**config.mk**
```make
export PLATFORM = sky130hd
export DESIGN_NAME = frustum_box_point_cull_core
export DESIGN_NICKNAME = d
export VERILOG_FILES = /design/src/sv/fbpc_pkg.sv /design/src/sv/fbpc_ctrl.sv /design/src/sv/fbpc_dp.sv /design/src/sv/frustum_box_point_cull_core.sv
export SDC_FILE = /design/constraint.sdc
export NUM_CORES = 2
export LEC_CHECK = 0
export ABC_AREA = 1
export BUFFER_PORTS_ARGS = -buffer_cell sky130_fd_sc_hd__buf_2
export CORE_MARGIN = 3
export CORE_UTILIZATION = 50
export CTS_BUF_LIST = sky130_fd_sc_hd__clkbuf_4 sky130_fd_sc_hd__clkbuf_8
export CTS_CLUSTER_DIAMETER = 80
export CTS_CLUSTER_SIZE = 40
export DETAILED_ROUTE_END_ITERATION = 10
export PLACE_DENSITY = 0.7
export SYNTH_ARGS = -nofsm -noshare
export SYNTH_HDL_FRONTEND = slang
export SYNTH_SLANG_ARGS = --single-unit
```
**constraint.sdc**
```tcl
create_clock -name clock -period 15.9 [get_ports clock]
set_clock_uncertainty 0.2 [all_clocks]
set_input_delay 0 -clock clock [delete_from_list [all_inputs] [get_ports clock]]
set_output_delay 0 -clock clock [all_outputs]
set_load 0.05 [all_outputs]
```
**src/sv/fbpc_pkg.sv**
```systemverilog
// -----------------------------------------------------------------------------
// fbpc_pkg: shared constants and types for the frustum cull core
// Field widths, word layout, action codes and controller/datapath links.
// -----------------------------------------------------------------------------
`default_nettype none

package fbpc_pkg;

   localparam int PLANE_COUNT    = 5;
   localparam int COORD_BITS     = 24;
   localparam int NORMAL_BITS    = 16;
   localparam int OFFSET_BITS    = COORD_BITS + 2;
   localparam int NORMAL_FRAC    = NORMAL_BITS - 2;
   localparam int SEL_BITS       = 3;
   localparam int ACTION_BITS    = 2;
   localparam int PROD_BITS      = NORMAL_BITS + COORD_BITS;
   localparam int ACC_BITS       = PROD_BITS + 2;
   localparam int PLANE_IDX_BITS = (PLANE_COUNT > 1) ? $clog2(PLANE_COUNT) : 1;
   localparam int CNT_BITS       = $clog2(PLANE_COUNT + 1);

   // req_tdata layout, lowest bit first
   localparam int POS_SEL    = 0;
   localparam int POS_NX     = POS_SEL + SEL_BITS;
   localparam int POS_NY     = POS_NX + NORMAL_BITS;
   localparam int POS_NZ     = POS_NY + NORMAL_BITS;
   localparam int POS_OFF    = POS_NZ + NORMAL_BITS;
   localparam int POS_MIN_X  = POS_OFF + OFFSET_BITS;
   localparam int POS_MIN_Y  = POS_MIN_X + COORD_BITS;
   localparam int POS_MIN_Z  = POS_MIN_Y + COORD_BITS;
   localparam int POS_MAX_X  = POS_MIN_Z + COORD_BITS;
   localparam int POS_MAX_Y  = POS_MAX_X + COORD_BITS;
   localparam int POS_MAX_Z  = POS_MAX_Y + COORD_BITS;
   localparam int REQ_FIELD_BITS = POS_MAX_Z + COORD_BITS;
   localparam int REQ_DATA_BITS  = ((REQ_FIELD_BITS + 7) / 8) * 8;
   localparam int RSP_DATA_BITS  = 8;

   typedef enum logic [ACTION_BITS-1:0] {
      ACT_WRITE = 2'd0,
      ACT_BOX   = 2'd1,
      ACT_POINT = 2'd2
   } action_type;

   typedef logic signed [COORD_BITS-1:0]  coord_type;
   typedef logic signed [NORMAL_BITS-1:0] normal_type;
   typedef logic signed [OFFSET_BITS-1:0] offset_type;
   typedef logic signed [PROD_BITS-1:0]   prod_type;
   typedef logic signed [ACC_BITS-1:0]    acc_type;
   typedef logic [PLANE_IDX_BITS-1:0]     plane_idx_type;
   typedef logic [CNT_BITS-1:0]           plane_cnt_type;

   typedef struct packed {
      logic          capture;   // take the input word
      logic          issue;     // run one plane through the dot-product unit
      plane_idx_type idx;
      logic          load_rsp;  // load result register
   } ctrl_cmd_type;

   typedef struct packed {
      logic          in_test;   // incoming word is a box or point test
      plane_cnt_type in_count;  // planes the incoming test checks
   } dp_status_type;

endpackage

`default_nettype wire

```
**src/sv/fbpc_ctrl.sv**
```systemverilog
// -----------------------------------------------------------------------------
// fbpc_ctrl: sequencer for the frustum cull core
// Takes a word, steps the plane index for tests, owns the output handshake.
// -----------------------------------------------------------------------------
`default_nettype none

module fbpc_ctrl (
   input  wire logic                   clock,
   input  wire logic                   reset,
   input  wire logic                   req_tvalid,
   output logic                        req_tready,
   output logic                        rsp_tvalid,
   input  wire logic                   rsp_tready,
   input  wire fbpc_pkg::dp_status_type status,
   output fbpc_pkg::ctrl_cmd_type      cmd
);

   typedef enum logic [2:0] {
      ST_IDLE = 3'b001,
      ST_CALC = 3'b010,
      ST_DONE = 3'b100
   } state_type;

   state_type               state_ff, state_in;
   fbpc_pkg::plane_idx_type idx_ff, idx_in;
   fbpc_pkg::plane_cnt_type count_ff, count_in;
   logic                    rsp_valid_ff, rsp_valid_in;
   logic                    last_plane;

   assign last_plane = (fbpc_pkg::CNT_BITS'(idx_ff) + fbpc_pkg::CNT_BITS'(1)) == count_ff;
   assign req_tready = (state_ff == ST_IDLE);
   assign rsp_tvalid = rsp_valid_ff;

   always_comb begin
      state_in     = state_ff;
      idx_in       = idx_ff;
      count_in     = count_ff;
      rsp_valid_in = rsp_valid_ff & ~rsp_tready;
      cmd          = '0;
      cmd.idx      = idx_ff;
      unique case (state_ff)
         ST_IDLE: begin
            if (req_tvalid) begin
               cmd.capture = 1'b1;
               idx_in      = '0;
               count_in    = status.in_count;
               if (status.in_test) begin
                  state_in = (status.in_count == '0) ? ST_DONE : ST_CALC;
               end
            end
         end
         ST_CALC: begin
            cmd.issue = 1'b1;
            if (last_plane) begin
               state_in = ST_DONE;
            end else begin
               idx_in = idx_ff + fbpc_pkg::PLANE_IDX_BITS'(1);
            end
         end
         ST_DONE: begin
            if (!rsp_valid_ff || rsp_tready) begin
               cmd.load_rsp = 1'b1;
               rsp_valid_in = 1'b1;
               state_in     = ST_IDLE;
            end
         end
         default: begin
            state_in = ST_IDLE;
         end
      endcase
   end

   always_ff @(posedge clock) begin
      if (reset) begin
         state_ff     <= ST_IDLE;
         rsp_valid_ff <= 1'b0;
         idx_ff       <= '0;
         count_ff     <= '0;
      end else begin
         state_ff     <= state_in;
         rsp_valid_ff <= rsp_valid_in;
         idx_ff       <= idx_in;
         count_ff     <= count_in;
      end
   end

endmodule

`default_nettype wire

```
**src/sv/fbpc_dp.sv**
```systemverilog
// -----------------------------------------------------------------------------
// fbpc_dp: plane store and dot-product datapath
// Holds the planes, picks the p-vertex, one plane per cycle through three
// multipliers, then a sum of the registered products and a registered sign check.
// -----------------------------------------------------------------------------
`default_nettype none

module fbpc_dp (
   input  wire logic                                 clock,
   input  wire logic                                 reset,
   input  wire logic [fbpc_pkg::ACTION_BITS-1:0]     req_tuser,
   input  wire logic [fbpc_pkg::REQ_DATA_BITS-1:0]   req_tdata,
   input  wire fbpc_pkg::ctrl_cmd_type               cmd,
   output fbpc_pkg::dp_status_type                   status,
   output logic [fbpc_pkg::RSP_DATA_BITS-1:0]        rsp_tdata
);

   localparam int PC = fbpc_pkg::PLANE_COUNT;

   logic [fbpc_pkg::SEL_BITS-1:0] in_sel;
   logic [fbpc_pkg::SEL_BITS:0]   in_sel_wide;
   fbpc_pkg::normal_type          in_n   [3];
   fbpc_pkg::coord_type           in_lo  [3];
   fbpc_pkg::coord_type           in_hi  [3];
   fbpc_pkg::offset_type          in_off;
   logic [2:0]                    in_corner;
   logic                          in_write;

   fbpc_pkg::normal_type  normal_ff [PC][3];
   fbpc_pkg::offset_type  offset_ff [PC];
   logic [2:0]            corner_ff [PC];

   fbpc_pkg::coord_type   lo_ff [3];
   fbpc_pkg::coord_type   hi_ff [3];
   logic                  point_ff;

   fbpc_pkg::prod_type    prod_ff [3];
   fbpc_pkg::prod_type    prod_in [3];
   fbpc_pkg::prod_type    offterm_ff, offterm_in;
   logic                  prod_valid_ff;
   logic                  reject_ff, reject_in;
   logic                  inside_ff;
   fbpc_pkg::acc_type     acc;
   logic [2:0]            use_min;

   assign in_sel      = req_tdata[fbpc_pkg::POS_SEL +: fbpc_pkg::SEL_BITS];
   assign in_sel_wide = {1'b0, in_sel};
   assign in_n[0]     = req_tdata[fbpc_pkg::POS_NX +: fbpc_pkg::NORMAL_BITS];
   assign in_n[1]     = req_tdata[fbpc_pkg::POS_NY +: fbpc_pkg::NORMAL_BITS];
   assign in_n[2]     = req_tdata[fbpc_pkg::POS_NZ +: fbpc_pkg::NORMAL_BITS];
   assign in_off      = req_tdata[fbpc_pkg::POS_OFF +: fbpc_pkg::OFFSET_BITS];
   assign in_lo[0]    = req_tdata[fbpc_pkg::POS_MIN_X +: fbpc_pkg::COORD_BITS];
   assign in_lo[1]    = req_tdata[fbpc_pkg::POS_MIN_Y +: fbpc_pkg::COORD_BITS];
   assign in_lo[2]    = req_tdata[fbpc_pkg::POS_MIN_Z +: fbpc_pkg::COORD_BITS];
   assign in_hi[0]    = req_tdata[fbpc_pkg::POS_MAX_X +: fbpc_pkg::COORD_BITS];
   assign in_hi[1]    = req_tdata[fbpc_pkg::POS_MAX_Y +: fbpc_pkg::COORD_BITS];
   assign in_hi[2]    = req_tdata[fbpc_pkg::POS_MAX_Z +: fbpc_pkg::COORD_BITS];
   // bit 2 x, bit 1 y, bit 0 z: negative normal faces the box minimum
   assign in_corner   = {in_n[0][fbpc_pkg::NORMAL_BITS-1],
                         in_n[1][fbpc_pkg::NORMAL_BITS-1],
                         in_n[2][fbpc_pkg::NORMAL_BITS-1]};
   assign in_write    = cmd.capture && (req_tuser == fbpc_pkg::ACT_WRITE) &&
                        (in_sel_wide < (fbpc_pkg::SEL_BITS + 1)'(PC));

   always_comb begin
      status = '0;
      unique case (req_tuser)
         fbpc_pkg::ACT_BOX: begin
            status.in_test = 1'b1;
            if (in_sel_wide > (fbpc_pkg::SEL_BITS + 1)'(PC)) begin
               status.in_count = fbpc_pkg::CNT_BITS'(PC);
            end else begin
               status.in_count = fbpc_pkg::CNT_BITS'(in_sel);
            end
         end
         fbpc_pkg::ACT_POINT: begin
            status.in_test  = 1'b1;
            status.in_count = fbpc_pkg::CNT_BITS'(PC);
         end
         default: begin
            status = '0;
         end
      endcase
   end

   // multiply stage
   always_comb begin
      use_min = point_ff ? 3'b111 : corner_ff[cmd.idx];
      for (int a = 0; a < 3; a++) begin
         prod_in[a] = fbpc_pkg::PROD_BITS'(normal_ff[cmd.idx][a]) *
                      fbpc_pkg::PROD_BITS'(use_min[2-a] ? lo_ff[a] : hi_ff[a]);
      end
      offterm_in = {offset_ff[cmd.idx], {fbpc_pkg::NORMAL_FRAC{1'b0}}};
   end

   // sum stage
   assign acc = fbpc_pkg::ACC_BITS'(prod_ff[0]) + fbpc_pkg::ACC_BITS'(prod_ff[1]) +
                fbpc_pkg::ACC_BITS'(prod_ff[2]) - fbpc_pkg::ACC_BITS'(offterm_ff);
   assign reject_in = reject_ff | (prod_valid_ff & acc[fbpc_pkg::ACC_BITS-1]);

   always_ff @(posedge clock) begin
      if (reset) begin
         for (int k = 0; k < PC; k++) begin
            normal_ff[k][0] <= '0;
            normal_ff[k][1] <= '0;
            normal_ff[k][2] <= '0;
            offset_ff[k]    <= '0;
            corner_ff[k]    <= '0;
         end
         prod_valid_ff <= 1'b0;
         reject_ff     <= 1'b0;
      end else begin
         if (in_write) begin
            normal_ff[in_sel[fbpc_pkg::PLANE_IDX_BITS-1:0]][0] <= in_n[0];
            normal_ff[in_sel[fbpc_pkg::PLANE_IDX_BITS-1:0]][1] <= in_n[1];
            normal_ff[in_sel[fbpc_pkg::PLANE_IDX_BITS-1:0]][2] <= in_n[2];
            offset_ff[in_sel[fbpc_pkg::PLANE_IDX_BITS-1:0]]    <= in_off;
            corner_ff[in_sel[fbpc_pkg::PLANE_IDX_BITS-1:0]]    <= in_corner;
         end
         prod_valid_ff <= cmd.issue;
         reject_ff     <= cmd.capture ? 1'b0 : reject_in;
      end
   end

   always_ff @(posedge clock) begin
      if (cmd.capture) begin
         lo_ff    <= in_lo;
         hi_ff    <= in_hi;
         point_ff <= (req_tuser == fbpc_pkg::ACT_POINT);
      end
      if (cmd.issue) begin
         prod_ff    <= prod_in;
         offterm_ff <= offterm_in;
      end
      if (cmd.load_rsp) begin
         inside_ff <= ~reject_in;
      end
   end

   assign rsp_tdata = {{(fbpc_pkg::RSP_DATA_BITS - 1){1'b0}}, inside_ff};

endmodule

`default_nettype wire

```
**src/sv/frustum_box_point_cull_core.sv**
```systemverilog
// -----------------------------------------------------------------------------
// frustum_box_point_cull_core: box and point culling against clip planes
// Plane write: no result word; the core stays ready for the next word.
// Box/point test over N planes (N = 5 for points): one plane per cycle through
// the shared three-multiplier dot-product unit; the result word is loaded in
// the done state and the next word is taken back in idle (held in the done
// state while an earlier result word is still waiting on the output).
// Reset (synchronous): all planes zero, so every test reports inside; the
// output register is emptied.
// -----------------------------------------------------------------------------
`default_nettype none

module frustum_box_point_cull_core (
   input  wire logic                                clock,
   input  wire logic                                reset,
   input  wire logic                                req_tvalid,
   output logic                                     req_tready,
   // plane_select, normal_x, normal_y, normal_z, plane_offset,
   // min_x, min_y, min_z, max_x, max_y, max_z, zero pad
   input  wire logic [fbpc_pkg::REQ_DATA_BITS-1:0]  req_tdata,
   // action
   input  wire logic [fbpc_pkg::ACTION_BITS-1:0]    req_tuser,
   output logic                                     rsp_tvalid,
   input  wire logic                                rsp_tready,
   // inside_res, zero pad
   output logic [fbpc_pkg::RSP_DATA_BITS-1:0]       rsp_tdata
);

   fbpc_pkg::ctrl_cmd_type  cmd;
   fbpc_pkg::dp_status_type status;

   fbpc_ctrl u_ctrl (
      .clock      (clock),
      .reset      (reset),
      .req_tvalid (req_tvalid),
      .req_tready (req_tready),
      .rsp_tvalid (rsp_tvalid),
      .rsp_tready (rsp_tready),
      .status     (status),
      .cmd        (cmd)
   );

   fbpc_dp u_dp (
      .clock     (clock),
      .reset     (reset),
      .req_tuser (req_tuser),
      .req_tdata (req_tdata),
      .cmd       (cmd),
      .status    (status),
      .rsp_tdata (rsp_tdata)
   );

endmodule

`default_nettype wire

```
==> results.txt <==
----------------------------------------------------
[Finish]
  Area Growth Syn to Fin ... 11.5%
  Share of the core filled with cells in the final layout ... 56.3%
  Count of nets after finishing ... 11000
  Fraction of layout instances using a drive strength above 1 ... ~6.4%

[STA]
  Total count of hold-check failures in the final report ... 0
  Worst slew margin ... between 20 and 30%
  Final setup violation count ... 0
  Min Hold Slack ... 0.0800 ns
  Tmin final ... between 9 and 10 ns
  Achievable Freq ... 103 MHz
  Total Negative Setup Slacks ... 0 ns
  Setup repair after global routing missed its margin ... false
  Max Transition Viols Final ... 0
  Worst Max-Slew Pin Slew ... about 1.1 ns
  Ratio of final minimum period to clock period ... 61.0%

[Setup path]
  Stage delay of the slowest cell on the critical path ... 0.84 ns
  Endpoint arrival time on the critical path ... 10.19 ns
  Endpoint of the most critical register-to-register path ... u_dp.prod_ff[77]
  Data required time at the worst endpoint ... around 16 ns
  CP Launch Type ... flip-flop
  Cell with the largest stage delay on the worst path ... sky130_fd_sc_hd__fa_1
  Family with the most delay on the worst path ... adder cells
  Number of cells traversed by the worst register-to-register path ... 29
  Top fanout value on the critical path ... 53
  Number of buffer and inverter stages on the critical path ... 9
  Critical path class ... flip-flop to flip-flop
  Setup slack, reg-to-reg ... ~6.2 ns
  Crit path capture type ... flip-flop

[Yosys]
  Largest cells by area after synthesis ... sky130_fd_sc_hd__edfxtp_1 33%, sky130_fd_sc_hd__fa_1 29%, sky130_fd_sc_hd__inv_1 8.2%, sky130_fd_sc_hd__nand2_1 6.7%, sky130_fd_sc_hd__nor2_1 5.9%
  Sequential area share after synthesis ... 33.4%
  Primary FF master, synth ... sky130_fd_sc_hd__edfxtp_1
  Count of flip-flops with a built-in enable after synthesis ... roughly 910
  Share of the synthesized area in the top cell type ... 33.0%
  Leading cell types by count after synthesis ... 1802 x sky130_fd_sc_hd__inv_1, 1472 x sky130_fd_sc_hd__nand2_1, 1298 x sky130_fd_sc_hd__nor2_1
  Distinct cell type count of the synthesized netlist ... 52
  Synthesized instance count ... 8525
  Dominant cell by count in the synthesized netlist ... sky130_fd_sc_hd__inv_1
  Cell area after technology mapping ... 82600 um^2
  Mean cell area of the mapped netlist ... about 9.7 um^2
  Most area-hungry cell type in the Yosys netlist ... sky130_fd_sc_hd__edfxtp_1
  Post-synth ARST share ... 0%
  Number of synthesized register bits ... 923
  Count of warnings emitted by yosys ... 0

[Placement]
  Count of input and output buffers ... 229
  GP Congestion ... ~0.96
  Final HPWL DP ... 167000 um

[Clocking]
  Max clock buf depth ... 3
  CTS Sinks ... 923
  Root Buffer Master ... sky130_fd_sc_hd__clkbuf_8
  Hold-fix buffers, CTS ... 458
  Clock tree from TritonCTS ... yes
  Post-CTS resize count ... 0
  Post-CTS setup-driven buffer insertion count ... 0
  H-tree levels ... 2
  Total clock buffers created by CTS ... 55
  Clock transition at the registers of the reported paths ... 0.21 ns
  Clock insertion delay at the later pin of the skew report ... approximately 0.92 ns

[Flow run]
  Max cap viols ... 0

[Die]
  Chip height ... 412 um
  Area enclosed by the die boundary ... 170000 um^2
  Placeable core region ... 164000 um^2
  Standard-cell rows ... 148
  I/O pin count ... 240
  Starting utilization of the core area ... 50.5%
  Width of the chip ... 412 um

[Route]
  DRC errors left ... 0
  Average routed wire per standard cell ... 20.0 um
  Starting DRC count in detailed routing ... 5921
  Residual antenna-violating net count after detailed routing ... 0
  Final routed wirelength across all metal layers ... 230000 um
  Routed vias ... 61200
  1st-pass router iterations ... 6
  Drt via density ... 5.32

[Min path]
  Type of the tightest min-delay check ... input pin to flip-flop
  Startpoint of the tightest hold check path ... req_tdata[18]
  Endpoint of the worst hold path ... u_dp.normal_ff[1][47]
  Min-Delay Path Depth ... 4

[Global route]
  Number of global-route vias before repair ... 63700
  Number of antenna violations at the first check in global routing ... 14
  Total overflow reported by the global router ... 0
  Maximum number of pins on one net before global-route repair ... 93
  Global-route wire length before repair ... 358000 um
  Overall global routing resource usage ... 27.4%

[Run status]
  Outcome ... finished clean

----------------------------------------------------
==> routing by layer <==
| layer | global-route usage [%] | wire length, um |
|---|---|---|
| met4 | 10.8 | 9750 |
| met2 | 45.2 | 110000 |
| met1 | 35.8 | 89300 |
| met5 | 0 | 41 |
| met3 | 5.20 | 20100 |
==> layout make-up <==
class,instances,area [um^2]
Antenna cell,11,27.5
Clock buffer,56,771
Clock inverter,47,848
Fill cell,13900,71400
Inverter,1883,7090
Multi-Input combinational cell,5663,47000
Sequential cell,923,27600
Tap cell,2175,2720
Timing Repair Buffer,741,6150
==> state kept, by name, summed over array words and instances (netlist names), named ones only <==
register	flops
u_ctrl.count_ff	3
u_dp.inside_ff	1
u_dp.reject_ff	1
u_dp.normal_ff	384
u_ctrl.state_ff	3
u_ctrl.idx_ff	3
u_dp.point_ff	1
u_dp.lo_ff	72
u_ctrl.rsp_tvalid	1
u_dp.hi_ff	72
u_dp.offterm_ff	26
u_dp.prod_ff	120
u_dp.offset_ff	208
u_dp.prod_valid_ff	1
u_dp.corner_ff	24
==> per-stage QoR <==
| step | setup slack, ns | std cells | cell area [um^2] |
|---|---|---|---|
| 4_1_cts | 6.28 | 11500 | 92100 |
| 5_1_grt | 5.74 | 11500 | 92100 |
| 2_1_floorplan | 3.32 | 8762 | 83500 |
| 6_report | 6.20 | 11500 | 92100 |
| 3_5_place_dp | 6.36 | 10900 | 85900 |
| 3_3_place_gp | 6.46 | 10900 | 85900 |
==> cell usage in the layout (no fill, tap or decap), types with 11 or more instances in the layout <==
cell / n
sky130_fd_sc_hd__o22ai_1: 34
sky130_fd_sc_hd__xor2_1: 85
sky130_fd_sc_hd__buf_4: 54
sky130_fd_sc_hd__o21ai_0: 219
sky130_fd_sc_hd__o21ai_1: 13
sky130_fd_sc_hd__nand2_2: 28
sky130_fd_sc_hd__o21ai_4: 33
sky130_fd_sc_hd__conb_1: 238
sky130_fd_sc_hd__ha_1: 352
sky130_fd_sc_hd__a32o_1: 82
sky130_fd_sc_hd__nor2_1: 1298
sky130_fd_sc_hd__dfxtp_1: 11
sky130_fd_sc_hd__a21o_1: 23
sky130_fd_sc_hd__o21ai_2: 40
sky130_fd_sc_hd__xnor2_1: 46
sky130_fd_sc_hd__buf_2: 229
sky130_fd_sc_hd__nand2_1: 1466
sky130_fd_sc_hd__diode_2: 11
sky130_fd_sc_hd__inv_1: 1799
sky130_fd_sc_hd__dlygate4sd3_1: 457
sky130_fd_sc_hd__o21bai_1: 14
sky130_fd_sc_hd__nand3_1: 100
sky130_fd_sc_hd__a21oi_1: 241
sky130_fd_sc_hd__clkbuf_8: 56
sky130_fd_sc_hd__a31oi_1: 52
sky130_fd_sc_hd__nand4_1: 22
sky130_fd_sc_hd__clkinv_16: 11
sky130_fd_sc_hd__edfxtp_1: 908
sky130_fd_sc_hd__nor3_1: 39
sky130_fd_sc_hd__fa_1: 1187
sky130_fd_sc_hd__inv_2: 69
==> cells by family (layout without fill, tap and decap cells) <==
group | Yosys count | in the layout | share of synthesized area (%)
other | 1 | 249 | 0.00454
xor gates and xnor gates | 131 | 131 | 1.39
and+or+nand+nor | 2977 | 2977 | 14.0
buffers and inverters | 2176 | 2727 | 10.9
AOI/OAI and AO/OA | 778 | 778 | 6.19
DFF | 923 | 923 | 33.4
adders and majority gates | 1539 | 1539 | 34.1
==> worst register-to-register path: cells and delay by family (launching register included) <==
family	cells	cell delay (ns)
adders and majority gates	7	3.95
buffers and inverters	9	2.29
and+or+nand+nor	9	1.42
AOI/OAI and AO/OA	3	0.82
DFF	1	0.59
xor gates and xnor gates	1	0.22
==> worst max path at each step <==
stage,from,endpoint,slack [ns],cells after the start
after floorplan,u_ctrl.state_ff[1],u_ctrl.state_ff[1],3.32,7
after global placement,flip-flop,u_dp.prod_ff[77],6.46,29
after detailed placement,flip-flop,u_dp.prod_ff[77],6.36,29
after CTS,flip-flop,u_dp.prod_ff[77],6.28,29
after global routing,flip-flop,u_dp.prod_ff[77],5.74,29
final,flip-flop,u_dp.prod_ff[77],6.20,29
Power is left out: the tool's default activity adds up to more than one toggle a clock period on the data nets, which glitch-free logic cannot reach.
